`config.mk`:
```
export PLATFORM = sky130hd
export DESIGN_NAME = dual_sensor_pedal_plausibility_top
export DESIGN_NICKNAME = d
export VERILOG_FILES = /design/src/hdl/dspp_pkg.sv /design/src/hdl/dspp_div.sv /design/src/hdl/dspp_dpath.sv /design/src/hdl/dspp_ctrl.sv /design/src/hdl/dual_sensor_pedal_plausibility_top.sv
export VERILOG_INCLUDE_DIRS = /design/src /design/src/hdl
export SDC_FILE = /design/constraint.sdc
export NUM_CORES = 1
export LEC_CHECK = 0
export BUFFER_PORTS_ARGS = -buffer_cell sky130_fd_sc_hd__buf_2
export CELL_PAD_IN_SITES_DETAIL_PLACEMENT = 1
export CELL_PAD_IN_SITES_GLOBAL_PLACEMENT = 2
export CORE_AREA = 5 5 320 196
export CTS_BUF_LIST = sky130_fd_sc_hd__clkbuf_2 sky130_fd_sc_hd__clkbuf_4 sky130_fd_sc_hd__clkbuf_8
export DETAILED_ROUTE_END_ITERATION = 10
export DIE_AREA = 0 0 325 201
export PLACE_DENSITY_LB_ADDON = 0.1
export RECOVER_POWER = 25
export SETUP_SLACK_MARGIN = 0.1
export SLEW_MARGIN = 40
export SYNTH_ARGS = -nofsm -noshare
export SYNTH_HDL_FRONTEND = slang
export SYNTH_SLANG_ARGS = --single-unit
```
`constraint.sdc`:
```
create_clock -name clk -period 19.2 [get_ports clk]
set_input_delay 1.92 -clock clk [delete_from_list [all_inputs] [get_ports clk]]
set_output_delay 1.92 -clock clk [all_outputs]
set_load 0.01 [all_outputs]
```
`src/hdl/assert_macros.svh`:
```
// ---------------------------------------------------------------------------
// Assertion macros
// Shared concurrent assertion forms for the pedal plausibility block.
// Every user module has a clock named clk and an active-low reset rst_n.
// ---------------------------------------------------------------------------
`ifndef ASSERT_MACROS_SVH
`define ASSERT_MACROS_SVH

// The property holds at every clock edge outside reset.
`define ASSERT_ALWAYS(lbl, prop, msg) \
    lbl: assert property (@(posedge clk) disable iff (!rst_n) (prop)) else $error(msg);

// When the antecedent holds, the consequent holds in the next cycle.
`define ASSERT_NEXT(lbl, ante, cons, msg) \
    lbl: assert property (@(posedge clk) disable iff (!rst_n) (ante) |=> (cons)) else $error(msg);

`endif

```
`src/hdl/dspp_pkg.sv`:
```
// ---------------------------------------------------------------------------
// Dual-sensor pedal plausibility package
// Widths, fixed-point constants, register codes, payload types and the
// command and status groups shared between controller and datapath.
// ---------------------------------------------------------------------------
package dspp_pkg;

    // Basic widths and limits.
    localparam int ADC_BITS    = 12;
    localparam int FRAC_BITS   = 16;
    localparam int PEDAL_BITS  = 12;
    localparam int CNT_W       = 6;
    localparam int ERROR_CAP   = 50;
    localparam int ERROR_TRIP  = 10;
    localparam int CFG_IDX_W   = 3;

    // Normalized fractions: magnitude quotient and its signed form.
    localparam int NUM_W       = ADC_BITS + FRAC_BITS;
    localparam int FX_W        = NUM_W + 1;
    localparam int QCNT_W      = $clog2(NUM_W);
    localparam int FX_ONE      = 1 << FRAC_BITS;
    localparam int FX_TENTH    = (FX_ONE + 5) / 10;
    localparam int ADC_MAX     = (1 << ADC_BITS) - 1;
    localparam int PEDAL_MAX   = (1 << PEDAL_BITS) - 1;

    // Output scaling: 20*a - ONE is at most 19*ONE, so FRAC_BITS + 5 bits.
    localparam int SC_W        = FRAC_BITS + 5;
    localparam int PROD_W      = SC_W + PEDAL_BITS;
    localparam int Y_W         = PROD_W - FRAC_BITS;

    // Division by 19 as a reciprocal multiply; exact for y below 4095*19.
    localparam int RECIP_SHIFT = 22;
    localparam int RECIP_19    = ((1 << RECIP_SHIFT) + 18) / 19;
    localparam int RECIP_W     = 18;

    // Configuration register indexes.
    typedef enum logic [CFG_IDX_W-1:0] {
        REG_TORQUE_SENSOR_LOW   = 0,
        REG_TORQUE_SENSOR_HIGH  = 1,
        REG_TORQUE_INVERSE_LOW  = 2,
        REG_TORQUE_INVERSE_HIGH = 3,
        REG_BRAKE_SENSOR_LOW    = 4,
        REG_BRAKE_SENSOR_HIGH   = 5,
        REG_BRAKE_INVERSE_LOW   = 6,
        REG_BRAKE_INVERSE_HIGH  = 7
    } cfg_reg_t;

    // Classification codes.
    typedef enum logic [1:0] {
        PS_OK          = 2'd0,
        PS_UNDER       = 2'd1,
        PS_IMPLAUSIBLE = 2'd2,
        PS_OVER        = 2'd3
    } pair_state_t;

    // Calibration end points of one pedal.
    typedef struct packed {
        logic [ADC_BITS-1:0] sensor_low;
        logic [ADC_BITS-1:0] sensor_high;
        logic [ADC_BITS-1:0] inverse_low;
        logic [ADC_BITS-1:0] inverse_high;
    } cal_set_t;

    // Input transaction payload.
    typedef struct packed {
        logic                pair_select;
        logic [ADC_BITS-1:0] sensor_raw;
        logic [ADC_BITS-1:0] inverted_raw;
    } in_item_t;

    // Output transaction payload.
    typedef struct packed {
        logic                  pair_index;
        logic [1:0]            pair_state;
        logic [PEDAL_BITS-1:0] pedal_value;
        logic                  report_valid;
    } out_item_t;

    // Controller to datapath commands.
    typedef struct packed {
        logic load;
        logic classify;
        logic scale;
        logic mul;
        logic commit;
    } dspp_cmd_t;

    // Datapath to controller status.
    typedef struct packed {
        logic div_done;
        logic out_free;
    } dspp_status_t;

endpackage

```
`src/hdl/dspp_div.sv`:
```
// ---------------------------------------------------------------------------
// Serial divider
// Restoring unsigned division, one quotient bit per clock, NUM_W steps.
// ---------------------------------------------------------------------------
`include "assert_macros.svh"

module dspp_div
    import dspp_pkg::*;
(
    input  logic                clk,
    input  logic                rst_n,
    input  logic                start,
    input  logic [NUM_W-1:0]    dividend,
    input  logic [ADC_BITS-1:0] divisor,
    output logic                done,
    output logic [NUM_W-1:0]    quotient
);

    localparam logic [QCNT_W-1:0] LAST_STEP = QCNT_W'(NUM_W - 1);

    logic                busy_reg, busy_next;
    logic [QCNT_W-1:0]   cnt_reg, cnt_next;
    logic [NUM_W-1:0]    quo_reg, quo_next;
    logic [ADC_BITS-1:0] rem_reg, rem_next;
    logic [ADC_BITS-1:0] dvs_reg, dvs_next;
    logic [ADC_BITS:0]   shifted;
    logic [ADC_BITS:0]   trial;
    logic                fits;

    // One restoring step: shift in the next dividend bit and try a subtract.
    always_comb
    begin
        shifted   = {rem_reg, quo_reg[NUM_W-1]};
        trial     = shifted - {1'b0, dvs_reg};
        fits      = !trial[ADC_BITS];
        busy_next = busy_reg;
        cnt_next  = cnt_reg;
        quo_next  = quo_reg;
        rem_next  = rem_reg;
        dvs_next  = dvs_reg;
        if (start)
        begin
            busy_next = 1'b1;
            cnt_next  = '0;
            quo_next  = dividend;
            rem_next  = '0;
            dvs_next  = divisor;
        end
        else if (busy_reg)
        begin
            rem_next = fits ? trial[ADC_BITS-1:0] : shifted[ADC_BITS-1:0];
            quo_next = {quo_reg[NUM_W-2:0], fits};
            if (cnt_reg == LAST_STEP)
            begin
                busy_next = 1'b0;
            end
            else
            begin
                cnt_next = cnt_reg + QCNT_W'(1);
            end
        end
    end

    // Control state.
    always_ff @(posedge clk or negedge rst_n)
    begin
        if (!rst_n)
        begin
            busy_reg <= 1'b0;
            cnt_reg  <= '0;
        end
        else
        begin
            busy_reg <= busy_next;
            cnt_reg  <= cnt_next;
        end
    end

    // Operands and partial results.
    always_ff @(posedge clk)
    begin
        quo_reg <= quo_next;
        rem_reg <= rem_next;
        dvs_reg <= dvs_next;
    end

    assign done     = busy_reg && (cnt_reg == LAST_STEP);
    assign quotient = quo_reg;

    // The last step is signaled once, and the unit is idle afterwards.
    `ASSERT_NEXT(a_div_done_once, done, !busy_reg && !done, "divider did not stop after last step")

endmodule

```
`src/hdl/dspp_dpath.sv`:
```
// ---------------------------------------------------------------------------
// Pedal plausibility datapath
// Calibration registers, normalization by two serial dividers, range
// classification, output scaling, per-pedal error counters and the
// output register.
// ---------------------------------------------------------------------------
`include "assert_macros.svh"

module dspp_dpath
    import dspp_pkg::*;
(
    input  logic                 clk,
    input  logic                 rst_n,
    input  logic                 cfg_we,
    input  logic [CFG_IDX_W-1:0] cfg_index,
    input  logic [ADC_BITS-1:0]  cfg_data,
    input  in_item_t             in_data,
    output logic                 out_valid,
    input  logic                 out_stall,
    output out_item_t            out_data,
    input  dspp_cmd_t            cmd,
    output dspp_status_t         status
);

    localparam logic signed [FX_W:0] TENTH_P = (FX_W + 1)'(FX_TENTH);
    localparam logic signed [FX_W:0] TENTH_N = -TENTH_P;
    localparam logic signed [FX_W:0] ONE_P   = (FX_W + 1)'(FX_ONE);
    localparam logic signed [FX_W:0] OVER_P  = (FX_W + 1)'(FX_ONE + FX_TENTH);
    localparam logic [FRAC_BITS:0]   ONE_C   = (FRAC_BITS + 1)'(FX_ONE);
    localparam logic [FRAC_BITS+5:0] ONE_T   = (FRAC_BITS + 6)'(FX_ONE);
    localparam logic [RECIP_W-1:0]   RECIP_C = RECIP_W'(RECIP_19);
    localparam logic [PEDAL_BITS-1:0] PEDAL_C = PEDAL_BITS'(PEDAL_MAX);
    localparam logic [CNT_W-1:0]     CAP_C   = CNT_W'(ERROR_CAP);
    localparam logic [CNT_W-1:0]     TRIP_C  = CNT_W'(ERROR_TRIP);
    localparam logic [ADC_BITS-1:0]  ADC_C   = ADC_BITS'(ADC_MAX);

    // Calibration registers, one set per pedal.
    cal_set_t torque_cal_reg;
    cal_set_t brake_cal_reg;

    // Per-item registers.
    logic                     pair_reg;
    logic                     neg_a_reg;
    logic                     neg_b_reg;
    logic                     zero_span_reg;
    pair_state_t              class_reg, class_next;
    logic [SC_W-1:0]          num_reg, num_next;
    logic [PROD_W-1:0]        prod_reg;
    logic [PEDAL_BITS-1:0]    val_reg, val_next;

    // Pedal state.
    logic [CNT_W-1:0]         err_cnt_reg [2];
    logic [PEDAL_BITS-1:0]    held_reg [2];

    // Output register.
    logic                     out_valid_reg;
    out_item_t                out_data_reg;

    // Load-stage signals.
    cal_set_t                 cal_sel;
    logic [ADC_BITS:0]        num_a, span_a, num_b, span_b;
    logic [ADC_BITS-1:0]      mag_num_a, mag_span_a, mag_num_b, mag_span_b;
    logic [NUM_W-1:0]         dividend_a, dividend_b;
    logic                     done_a, done_b;
    logic [NUM_W-1:0]         quo_a, quo_b;

    // Classify-stage signals.
    logic signed [FX_W-1:0]   a_fx, b_fx;
    logic signed [FX_W:0]     a_wide, b_wide, ab_diff, ab_abs;
    logic [FRAC_BITS:0]       a_clamp;
    logic [FRAC_BITS+5:0]     times20;

    // Multiply-stage signals.
    logic [Y_W-1:0]           y_val;
    logic [Y_W+RECIP_W-1:0]   q_full;
    logic [Y_W+RECIP_W-RECIP_SHIFT-1:0] q_val;

    // Commit-stage signals.
    logic [CNT_W-1:0]         cnt_cur, cnt_new;
    logic [PEDAL_BITS-1:0]    held_cur, held_new;
    logic                     report;

    // Configuration writes.
    always_ff @(posedge clk or negedge rst_n)
    begin
        if (!rst_n)
        begin
            torque_cal_reg <= '{sensor_low: '0, sensor_high: ADC_C,
                               inverse_low: '0, inverse_high: ADC_C};
            brake_cal_reg  <= '{sensor_low: '0, sensor_high: ADC_C,
                               inverse_low: '0, inverse_high: ADC_C};
        end
        else if (cfg_we)
        begin
            unique case (cfg_reg_t'(cfg_index))
                REG_TORQUE_SENSOR_LOW:   torque_cal_reg.sensor_low   <= cfg_data;
                REG_TORQUE_SENSOR_HIGH:  torque_cal_reg.sensor_high  <= cfg_data;
                REG_TORQUE_INVERSE_LOW:  torque_cal_reg.inverse_low  <= cfg_data;
                REG_TORQUE_INVERSE_HIGH: torque_cal_reg.inverse_high <= cfg_data;
                REG_BRAKE_SENSOR_LOW:    brake_cal_reg.sensor_low    <= cfg_data;
                REG_BRAKE_SENSOR_HIGH:   brake_cal_reg.sensor_high   <= cfg_data;
                REG_BRAKE_INVERSE_LOW:   brake_cal_reg.inverse_low   <= cfg_data;
                REG_BRAKE_INVERSE_HIGH:  brake_cal_reg.inverse_high  <= cfg_data;
            endcase
        end
    end

    // Offsets and spans as signed differences, split into sign and magnitude.
    always_comb
    begin
        cal_sel    = in_data.pair_select ? brake_cal_reg : torque_cal_reg;
        num_a      = {1'b0, in_data.sensor_raw} - {1'b0, cal_sel.sensor_low};
        span_a     = {1'b0, cal_sel.sensor_high} - {1'b0, cal_sel.sensor_low};
        num_b      = {1'b0, cal_sel.inverse_high} - {1'b0, in_data.inverted_raw};
        span_b     = {1'b0, cal_sel.inverse_high} - {1'b0, cal_sel.inverse_low};
        mag_num_a  = num_a[ADC_BITS]  ? ADC_BITS'(-num_a)  : num_a[ADC_BITS-1:0];
        mag_span_a = span_a[ADC_BITS] ? ADC_BITS'(-span_a) : span_a[ADC_BITS-1:0];
        mag_num_b  = num_b[ADC_BITS]  ? ADC_BITS'(-num_b)  : num_b[ADC_BITS-1:0];
        mag_span_b = span_b[ADC_BITS] ? ADC_BITS'(-span_b) : span_b[ADC_BITS-1:0];
        dividend_a = {mag_num_a, {FRAC_BITS{1'b0}}};
        dividend_b = {mag_num_b, {FRAC_BITS{1'b0}}};
    end

    // Sign and zero-span flags travel alongside the division.
    always_ff @(posedge clk)
    begin
        if (cmd.load)
        begin
            pair_reg      <= in_data.pair_select;
            neg_a_reg     <= num_a[ADC_BITS] ^ span_a[ADC_BITS];
            neg_b_reg     <= num_b[ADC_BITS] ^ span_b[ADC_BITS];
            zero_span_reg <= (span_a == '0) || (span_b == '0);
        end
    end

    // Normal and inverted fractions are divided in parallel.
    dspp_div u_div_a (
        .clk      (clk),
        .rst_n    (rst_n),
        .start    (cmd.load),
        .dividend (dividend_a),
        .divisor  (mag_span_a),
        .done     (done_a),
        .quotient (quo_a)
    );

    dspp_div u_div_b (
        .clk      (clk),
        .rst_n    (rst_n),
        .start    (cmd.load),
        .dividend (dividend_b),
        .divisor  (mag_span_b),
        .done     (done_b),
        .quotient (quo_b)
    );

    // Classification in priority order, then clamp and deadband removal.
    always_comb
    begin
        a_fx    = neg_a_reg ? -{1'b0, quo_a} : {1'b0, quo_a};
        b_fx    = neg_b_reg ? -{1'b0, quo_b} : {1'b0, quo_b};
        a_wide  = {a_fx[FX_W-1], a_fx};
        b_wide  = {b_fx[FX_W-1], b_fx};
        ab_diff = a_wide - b_wide;
        ab_abs  = ab_diff[FX_W] ? -ab_diff : ab_diff;

        priority if (zero_span_reg)
            class_next = PS_IMPLAUSIBLE;
        else if (ab_abs > TENTH_P)
            class_next = PS_IMPLAUSIBLE;
        else if ((a_wide < TENTH_N) || (b_wide < TENTH_N))
            class_next = PS_UNDER;
        else if ((a_wide > OVER_P) || (b_wide > OVER_P))
            class_next = PS_OVER;
        else
            class_next = PS_OK;

        priority if (a_wide > ONE_P)
            a_clamp = ONE_C;
        else if (a_wide[FX_W])
            a_clamp = '0;
        else
            a_clamp = a_wide[FRAC_BITS:0];

        times20  = {1'b0, a_clamp, 4'b0000} + {3'b000, a_clamp, 2'b00};
        num_next = (times20 > ONE_T) ? SC_W'(times20 - ONE_T) : '0;
    end

    // Drop the fraction of the product scaled by 4095, divide by 19 via reciprocal, and limit to PEDAL_MAX.
    always_comb
    begin
        y_val    = prod_reg[PROD_W-1:FRAC_BITS];
        q_full   = {{RECIP_W{1'b0}}, y_val} * {{Y_W{1'b0}}, RECIP_C};
        q_val    = q_full[Y_W+RECIP_W-1:RECIP_SHIFT];
        val_next = (q_val > {1'b0, PEDAL_C}) ? PEDAL_C : q_val[PEDAL_BITS-1:0];
    end

    // Arithmetic pipeline registers, each loaded by its own command.
    always_ff @(posedge clk)
    begin
        if (cmd.classify)
        begin
            class_reg <= class_next;
            num_reg   <= num_next;
        end
        if (cmd.scale)
        begin
            prod_reg <= {num_reg, {PEDAL_BITS{1'b0}}} - {{PEDAL_BITS{1'b0}}, num_reg};
        end
        if (cmd.mul)
        begin
            val_reg <= val_next;
        end
    end

    // Error counter update and report decision for the selected pedal.
    always_comb
    begin
        cnt_cur  = err_cnt_reg[pair_reg];
        held_cur = held_reg[pair_reg];
        cnt_new  = cnt_cur;
        report   = 1'b0;
        if (class_reg != PS_OK)
        begin
            if (cnt_cur < CAP_C)
            begin
                cnt_new = cnt_cur + CNT_W'(1);
            end
            report = (cnt_new > TRIP_C);
        end
        else if (cnt_cur != '0)
        begin
            cnt_new = cnt_cur - CNT_W'(1);
            report  = 1'b1;
        end
        if (report)
            held_new = '0;
        else if (class_reg == PS_OK)
            held_new = val_reg;
        else
            held_new = held_cur;
    end

    // Pedal state registers.
    always_ff @(posedge clk or negedge rst_n)
    begin
        if (!rst_n)
        begin
            err_cnt_reg[0] <= '0;
            err_cnt_reg[1] <= '0;
            held_reg[0]    <= '0;
            held_reg[1]    <= '0;
        end
        else if (cmd.commit)
        begin
            err_cnt_reg[pair_reg] <= cnt_new;
            held_reg[pair_reg]    <= held_new;
        end
    end

    // Output register: holds a finished transaction until it is taken.
    always_ff @(posedge clk or negedge rst_n)
    begin
        if (!rst_n)
        begin
            out_valid_reg <= 1'b0;
        end
        else if (cmd.commit)
        begin
            out_valid_reg <= 1'b1;
        end
        else if (!out_stall)
        begin
            out_valid_reg <= 1'b0;
        end
    end

    always_ff @(posedge clk)
    begin
        if (cmd.commit)
        begin
            out_data_reg.pair_index   <= pair_reg;
            out_data_reg.pair_state   <= class_reg;
            out_data_reg.pedal_value  <= held_new;
            out_data_reg.report_valid <= report;
        end
    end

    assign out_valid       = out_valid_reg;
    assign out_data        = out_data_reg;
    assign status.div_done = done_a && done_b;
    assign status.out_free = !out_valid_reg || !out_stall;

    // A report always leaves the pedal value at zero.
    `ASSERT_NEXT(a_report_zero, cmd.commit && report, out_data_reg.report_valid && (out_data_reg.pedal_value == '0), "report without zero pedal value")

    // The error counters never pass their cap.
    `ASSERT_ALWAYS(a_cnt_capped, (err_cnt_reg[0] <= CAP_C) && (err_cnt_reg[1] <= CAP_C), "error counter above cap")

endmodule

```
`src/hdl/dspp_ctrl.sv`:
```
// ---------------------------------------------------------------------------
// Pedal plausibility controller
// Sequences one sample pair through load, division, classification, scaling,
// multiply and commit, and holds off input while a pair is in flight.
// ---------------------------------------------------------------------------
`include "assert_macros.svh"

module dspp_ctrl
    import dspp_pkg::*;
(
    input  logic         clk,
    input  logic         rst_n,
    input  logic         in_valid,
    output logic         in_stall,
    input  dspp_status_t status,
    output dspp_cmd_t    cmd
);

    typedef enum logic [5:0] {
        ST_IDLE     = 6'b000001,
        ST_DIV      = 6'b000010,
        ST_CLASSIFY = 6'b000100,
        ST_SCALE    = 6'b001000,
        ST_MUL      = 6'b010000,
        ST_COMMIT   = 6'b100000
    } ctrl_state_t;

    ctrl_state_t state_reg, state_next;

    // Next state and commands.
    always_comb
    begin
        state_next = state_reg;
        cmd        = '0;
        unique case (state_reg)
            ST_IDLE:
            begin
                if (in_valid)
                begin
                    cmd.load   = 1'b1;
                    state_next = ST_DIV;
                end
            end
            ST_DIV:
            begin
                if (status.div_done)
                begin
                    state_next = ST_CLASSIFY;
                end
            end
            ST_CLASSIFY:
            begin
                cmd.classify = 1'b1;
                state_next   = ST_SCALE;
            end
            ST_SCALE:
            begin
                cmd.scale  = 1'b1;
                state_next = ST_MUL;
            end
            ST_MUL:
            begin
                cmd.mul    = 1'b1;
                state_next = ST_COMMIT;
            end
            ST_COMMIT:
            begin
                // Wait for room in the output register.
                if (status.out_free)
                begin
                    cmd.commit = 1'b1;
                    state_next = ST_IDLE;
                end
            end
            default:
            begin
                state_next = ST_IDLE;
            end
        endcase
    end

    always_ff @(posedge clk or negedge rst_n)
    begin
        if (!rst_n)
        begin
            state_reg <= ST_IDLE;
        end
        else
        begin
            state_reg <= state_next;
        end
    end

    assign in_stall = (state_reg != ST_IDLE);

    // The dividers finish only while the controller waits for them.
    `ASSERT_ALWAYS(a_done_in_div, !status.div_done || (state_reg == ST_DIV), "divider finished outside division state")

endmodule

```
`src/hdl/dual_sensor_pedal_plausibility_top.sv`:
```
// ---------------------------------------------------------------------------
// Dual-sensor pedal plausibility check, top level
// Each input transaction carries one normal and one inverted sensor
// reading for the torque or brake pedal and yields exactly one output
// transaction. One pair is processed at a time. The two 28-step serial
// dividers (one quotient bit per cycle) that normalize the readings take
// most of the time to a result, and the classify, scale, multiply and
// commit states follow them. The next pair is accepted the cycle after
// the result enters the output register, even while that result still
// waits to be taken; a new pair is never taken before the previous result
// is committed. A result that is still stalled when the next one is ready
// holds back the commit, and with it the next pair. Calibration registers
// are to be written through the plain write port only while the block is
// idle; keeping to this is up to the user, as the block has no check for it.
// ---------------------------------------------------------------------------
module dual_sensor_pedal_plausibility_top
    import dspp_pkg::*;
(
    input  logic                 clk,
    input  logic                 rst_n,
    input  logic                 cfg_we,
    input  logic [CFG_IDX_W-1:0] cfg_index,
    input  logic [ADC_BITS-1:0]  cfg_data,
    input  logic                 in_valid,
    output logic                 in_stall,
    input  in_item_t             in_data,
    output logic                 out_valid,
    input  logic                 out_stall,
    output out_item_t            out_data
);

    dspp_cmd_t    cmd;
    dspp_status_t status;

    // Sequencing.
    dspp_ctrl u_ctrl (
        .clk      (clk),
        .rst_n    (rst_n),
        .in_valid (in_valid),
        .in_stall (in_stall),
        .status   (status),
        .cmd      (cmd)
    );

    // Arithmetic, pedal state and output register.
    dspp_dpath u_dpath (
        .clk       (clk),
        .rst_n     (rst_n),
        .cfg_we    (cfg_we),
        .cfg_index (cfg_index),
        .cfg_data  (cfg_data),
        .in_data   (in_data),
        .out_valid (out_valid),
        .out_stall (out_stall),
        .out_data  (out_data),
        .cmd       (cmd),
        .status    (status)
    );

endmodule
```
=== Word-level counts from Yosys, hierarchy flattened ===
Cells that the tools add are included.

* Reduce and logical (&&, ||, !) cells: 32
* Bitwise gates (word level): 3
* Muxes and demuxes: 63
* Multipliers: 1
* $lt $le $gt $ge: 12
* Shifts and indexed selects: 0
* Divide/modulo/power cells: 0
* $add $sub $neg: 21
* Eq/ne operators: 22

{| class="wikitable"
|+ Operator list
! operator !! count
|-
| $mux W12 || 12
|-
| $mux W28 || 4
|-
| $gt A29 B18 Y1 const B || 3
|-
| $mux W6 || 11
|-
| $lt A29 B14 Y1 const B || 2
|-
| $mux W29 || 2
|-
| $neg A28 Y29 || 2
|-
| $sub A12 B12 Y13 || 4
|-
| $mux W48 || 1
|-
| $neg A12 Y12 || 4
|-
| $pmux W6 S6 || 1
|-
| $mul A17 B18 Y35 const B || 1
|-
| $mux W17 || 2
|-
| $sub A33 B21 Y33 || 1
|-
| $gt A30 B14 Y1 const B || 1
|-
| $mux W30 || 1
|-
| $mux W5 || 6
|-
| $neg A30 Y30 || 1
|-
| $sub A29 B29 Y30 || 1
|-
| $logic_not A13 Y1 || 2
|-
| $sub A13 B12 Y13 || 2
|-
| $bwmux W24 || 1
|-
| $add A21 B19 Y22 || 1
|-
| $gt A22 B17 Y1 const B || 1
|-
| other kinds (39) || 87
|}

* RAM bits: 0
* Bits in latches: 0
* Register bits after elaboration: 343
* Bits in read-only memories: 0
* Output and inout port bits: 18
* Input bits: 45
* Logic and storage cells: 192
* Memories kept: 0

=== Depth between registers and ports, before layout ===
* Word-level depth: 11
* Gate-level depth with buffers: 41
* Mapped depth without buffers: 37

=== By module ===
Synthesis repeated with hierarchy kept, for this count alone.

* Cell total of the unflattened synthesis: 2848
* Area, all modules: 28456.0 um2

{| class="wikitable"
|+ By module, submodules not included
! module !! cells an instance !! area each (um2) !! sequential area each (um2) !! times used
|-
| dspp_dpath || 2261 || 21864.7 || 5490.3 || 1
|-
| dspp_div || 277 || 3119.2 || 1591.5 || 2
|-
| dspp_ctrl || 33 || 352.8 || 151.4 || 1
|}

=== Worst setup path before layout ===
No wires, ideal clock.

* Kind: register -> register
* Start: register u_dpath.u_div_a.quo_reg[11], in the netlist u_dpath.u_div_a.quotient[11]
* End: register u_dpath.num_reg[16] (data pin)
* Path buffers: 4
* Arrival time: 7.318 ns
* Setup time: 0.266 ns
* Path slack: 11.616 ns
* Period minus slack after synthesis: 7.584 ns
* Cell stages (with the launch flop): 38
* Data required time: 18.934 ns
* Cell sequence: dfxtp_1 -> buf_2 -> or4_1 -> or3_1 -> clkbuf_1 -> o41a_1 -> xor2_1 -> or4_1 -> nor4_1 -> nand3_1 -> clkbuf_1 -> nor2_1 -> ha_1 -> inv_1 -> fa_1 -> nor2b_1 -> o21ai_0 -> a21oi_1 -> [2 not listed] -> o21ai_0 -> a21boi_0 -> o21ai_0 -> a21boi_0 -> o21ai_0 -> nand2_1 -> nor2_1 -> nor2_1 -> ha_1 -> nand2_1 -> nor3_1 -> nand3_1 -> nor3_1 -> nand3_1 -> nor4_1 -> o211a_1 -> clkbuf_1 -> nor2_1

* Cells in the longest elaborated chain, start to end: 6
* Elaborated cells on any way between the ends: 8
* Those cells by class: add/sub (3); order compare (2); mux (3)

{| class="wikitable"
|+ Ends and longest elaborated chain
! element !! line !! RTL
|-
| start: declaration || dspp_div.sv:23 || <nowiki>logic [NUM_W-1:0] quo_reg, quo_next;</nowiki>
|-
| start signal: assignment || dspp_div.sv:82 || <nowiki>quo_reg <= quo_next;</nowiki>
|-
| $neg A28 Y29 || dspp_dpath.sv:160 || <nowiki>a_fx = neg_a_reg ? -{1'b0, quo_a} : {1'b0, quo_a};</nowiki>
|-
| $mux W29 (*) || dspp_dpath.sv:160 ||
|-
| $gt A29 B18 Y1 / $mux W17 (equally long branches) || dspp_dpath.sv:178, dspp_dpath.sv:180 ||
|-
| $mux W17 (*) || dspp_dpath.sv:178 || <nowiki>priority if (a_wide > ONE_P)</nowiki>
|-
| $add A21 B19 Y22 (*) || dspp_dpath.sv:185 || <nowiki>times20 = {1'b0, a_clamp, 4'b0000} + {3'b000, a_clamp, 2'b00};</nowiki>
|-
| $sub A21 B17 Y21 / $gt A22 B17 Y1 (equally long branches) || dspp_dpath.sv:186 || <nowiki>num_next = (times20 > ONE_T) ? SC_W'(times20 - ONE_T) : '0;</nowiki>
|-
| end signal: assignment || dspp_dpath.sv:204 || <nowiki>num_reg <= num_next;</nowiki>
|-
| end: declaration || dspp_dpath.sv:47 || <nowiki>logic [SC_W-1:0] num_reg, num_next;</nowiki>
|}

Mark *: on every way between the ends. The rest lies on a longest branch, timed or not.
A chain may end at the register's enable or synchronous reset.

=== Final worst setup path ===
* Start: register u_dpath.u_div_a.quo_reg[0], in the netlist u_dpath.u_div_a.quotient[0]
* End: register u_dpath.num_reg[2] (data pin)

Same word-level chain as after synthesis.

==> results.md <==
* Routed vias/inst at 5.740
* Synth async-reset ratio at 46.46%
* Post_cts resized at 0
* Cells after synthesis at 2822
* Levels on crit path at 35
* Status: complete, but fails checks
* Clock buffer count from CTS at 52
* Most common cell after layout, fill and taps aside: inv_1
* First-pass GRT wire length at between 100000 and 150000 um
* Clk slew on worst S/H paths at 0.07 ns
* Reg-to-reg setup timing slack at about 10 ns
* Largest net degree at the start of global routing at 94
* RSZ-0062 raised after global routing: false
* CTS root buf: clkbuf_8
* Crit end category: flip-flop
* Antenna violations before repair at 1
* Initial Util at 46.17%
* Die H at 201 um
* Die W at approximately 330 um
* Setup tns final at 0 ns
* Number of synthesized flops with an enable pin at 118
* Final hold vios at 0
* RR Startpoint: u_dpath.u_div_a.quotient[0]
* Remaining DRCs at 0
* Syn avg cell area at 9.800 sq um
* Clock buffer depth at 3
* Crit Path Max Fanout at 18
* Post-synthesis sequential area ratio at 30.75%
* Maxcap violations at 3
* Min Tclk post-route at 9.309 ns
* DR vias at 21330
* Path depth of the worst reg2reg path at 35
* TritonCTS Sinks at around 330
* CP required at 19.51 ns
* Die area at around 65000 sq um
* Max Clock Skew at 0.05388 ns
* Share of cells above drive strength 1 at 15.80%
* Row Count at 70
* Max-slew headroom at -107.1%
* Max Freq at 107.4 MHz
* Port bufs at 62
* Critical path class: flip-flop to flip-flop
* Hpwl dp at between 60000 and 70000 um
* Final Setup Violations at 0
* Top FF cell, synth: edfxtp_1
* Clock Latency Late Sink at between 0.6 and 0.7 ns
* #FFs+latches synth at roughly 330
* Drt pass-1 iters at 6
* CP max-delay cell: nand3_1
* Slew Limit Fails at 121
* Worst slew pin tran at 3.106 ns
* Post-route ant nets at 0
* End of the worst hold path: u_dpath.err_cnt_reg[1]
* Hold Path Depth at 2
* WP buf/inv at 2
* Syn. warnings at 0
* Synthesized net count at 3234
* Hold WC Path Type: flip-flop to flip-flop
* Hold buffers post-CTS at 0
* Ports at 63
* DR iter-0 viols at 1297
* Htree depth at 2
* Net count, final at around 3300
* Worst reg2reg endpoint: u_dpath.num_reg[2]
* Max stage delay on crit path at 0.72 ns
* CP top delay family: simple AND/OR/NAND/NOR gates
* Crit start category: flip-flop
* GRT Util Overall at 23.14%
* Overflow left after global routing at 0
* CP Data Arrival Time at 9.62 ns
* Final wirelength at 76770 um
* Post-CTS Setup Bufs at 0
* Area Growth Syn to Fin at 9.080%
* RePlAce Congestion at 0.8966
* Most frequent CP cell: o21ai_0
* Worst Min Path Start: u_dpath.err_cnt_reg[1]
* Most frequent cells in the layout: inv_1, ha_1, nor2_1
* Core area at 59910 sq um
* Failing checks: capacitance limit, slew limit
* Vias in the first global route at 22520
* Period utilization at ~48%
* Avg WL per Cell at ~21 um
* Post-Syn Area at 27660 sq um
* Count of different cell masters after synthesis at 103
* CTS tree: done
==> through the flow <==
step	cells	area, sq um	setup WS [ns]	hold WS (ns)	util [%]
2_1_floorplan	2822	27660	11.62	0.4244	-
3_3_place_gp	3613	28850	10.15	0.4672	48.15
3_5_place_dp	3615	28900	9.643	0.4889	48.24
4_1_cts	3713	30140	9.610	0.5038	50.30
5_1_grt	3716	30170	8.797	0.5215	50.35
6_report	3717	30170	9.891	0.4966	50.36
==> worst max path at each step <==
| stage | start | endpoint |
|---|---|---|
| 6_report | u_dpath.u_div_a.quotient[0] | u_dpath.num_reg[2] |
| 5_1_grt | u_dpath.u_div_a.quotient[7] | u_dpath.num_reg[12] |
| 4_1_cts | u_dpath.u_div_a.quotient[11] | u_dpath.num_reg[9] |
| 3_5_place_dp | u_dpath.u_div_a.quotient[11] | u_dpath.num_reg[17] |
| 3_3_place_gp | u_dpath.u_div_a.quotient[7] | u_dpath.num_reg[2] |
| 2_1_floorplan | u_dpath.u_div_a.quotient[11] | u_dpath.num_reg[16] |
==> cells in the mapped netlist, types with 16 or more instances <==
| master | number | share of area, % |
|---|---|---|
| fa_1 | 107 | 7.7 |
| a31oi_1 | 16 | 0.36 |
| or4_1 | 20 | 0.54 |
| clkbuf_1 | 68 | 0.92 |
| o21bai_1 | 24 | 0.65 |
| nor3_1 | 48 | 0.87 |
| dfxtp_1 | 56 | 4.1 |
| inv_1 | 272 | 3.7 |
| nor2b_1 | 44 | 1.0 |
| dfrtp_1 | 102 | 9.2 |
| nand3_1 | 63 | 1.1 |
| dfstp_2 | 49 | 4.7 |
| ha_1 | 260 | 12 |
| nand2b_1 | 28 | 0.63 |
| a211oi_1 | 45 | 1.2 |
| nand2_1 | 139 | 1.9 |
| edfxtp_1 | 118 | 13 |
| xnor2_1 | 156 | 4.9 |
| a21o_1 | 57 | 1.5 |
| nor2_1 | 215 | 2.9 |
| o21ai_0 | 122 | 2.2 |
| a21oi_1 | 111 | 2.0 |
| or2_2 | 16 | 0.36 |
| xor2_1 | 81 | 2.6 |
| mux2_2 | 161 | 6.6 |
| nor4_1 | 22 | 0.50 |
| or3_1 | 25 | 0.57 |
| nand4_1 | 21 | 0.48 |
| mux2i_1 | 105 | 3.8 |
==> tightest hold or removal path, stage by stage, from the launching register on <==
cell and delay [ns]:
dfrtp_1 0.35, nand2_1 0.05, o21ai_0 0.06
==> cell type report <==
cell class              count  area [sq um]
repair buffers             95         555.5
flip-flops and latches    325          8507
fillers                  6735         29740
well taps                 792         991.0
clock inverters            19         242.7
clock buffers              79         993.5
diodes                      1         2.502
multi-input cells        2134         17850
inverters                 272          1022
==> per-layer routing <==
| layer | global-route usage [%] | share of wire (%) |
|---|---|---|
| met2 | 37.37 | 45 |
| met3 | 3.070 | 3.9 |
| met4 | 2.851 | 0.94 |
| met1 | 34.30 | 50 |
| met5 | 0 | 0 |
==> cells by family after synthesis <==
kind of cell	share of synthesized area [%]
AOI/OAI and AO/OA	13.16
xor gates and xnor gates	7.682
adders and majority gates	19.84
buffers and inverters	5.017
DFF	30.75
muxes	10.36
and+or+nand+nor	13.19
Power is left out: the tool's default activity adds up to more than one toggle a clock period on the data nets, which glitch-free logic cannot reach.
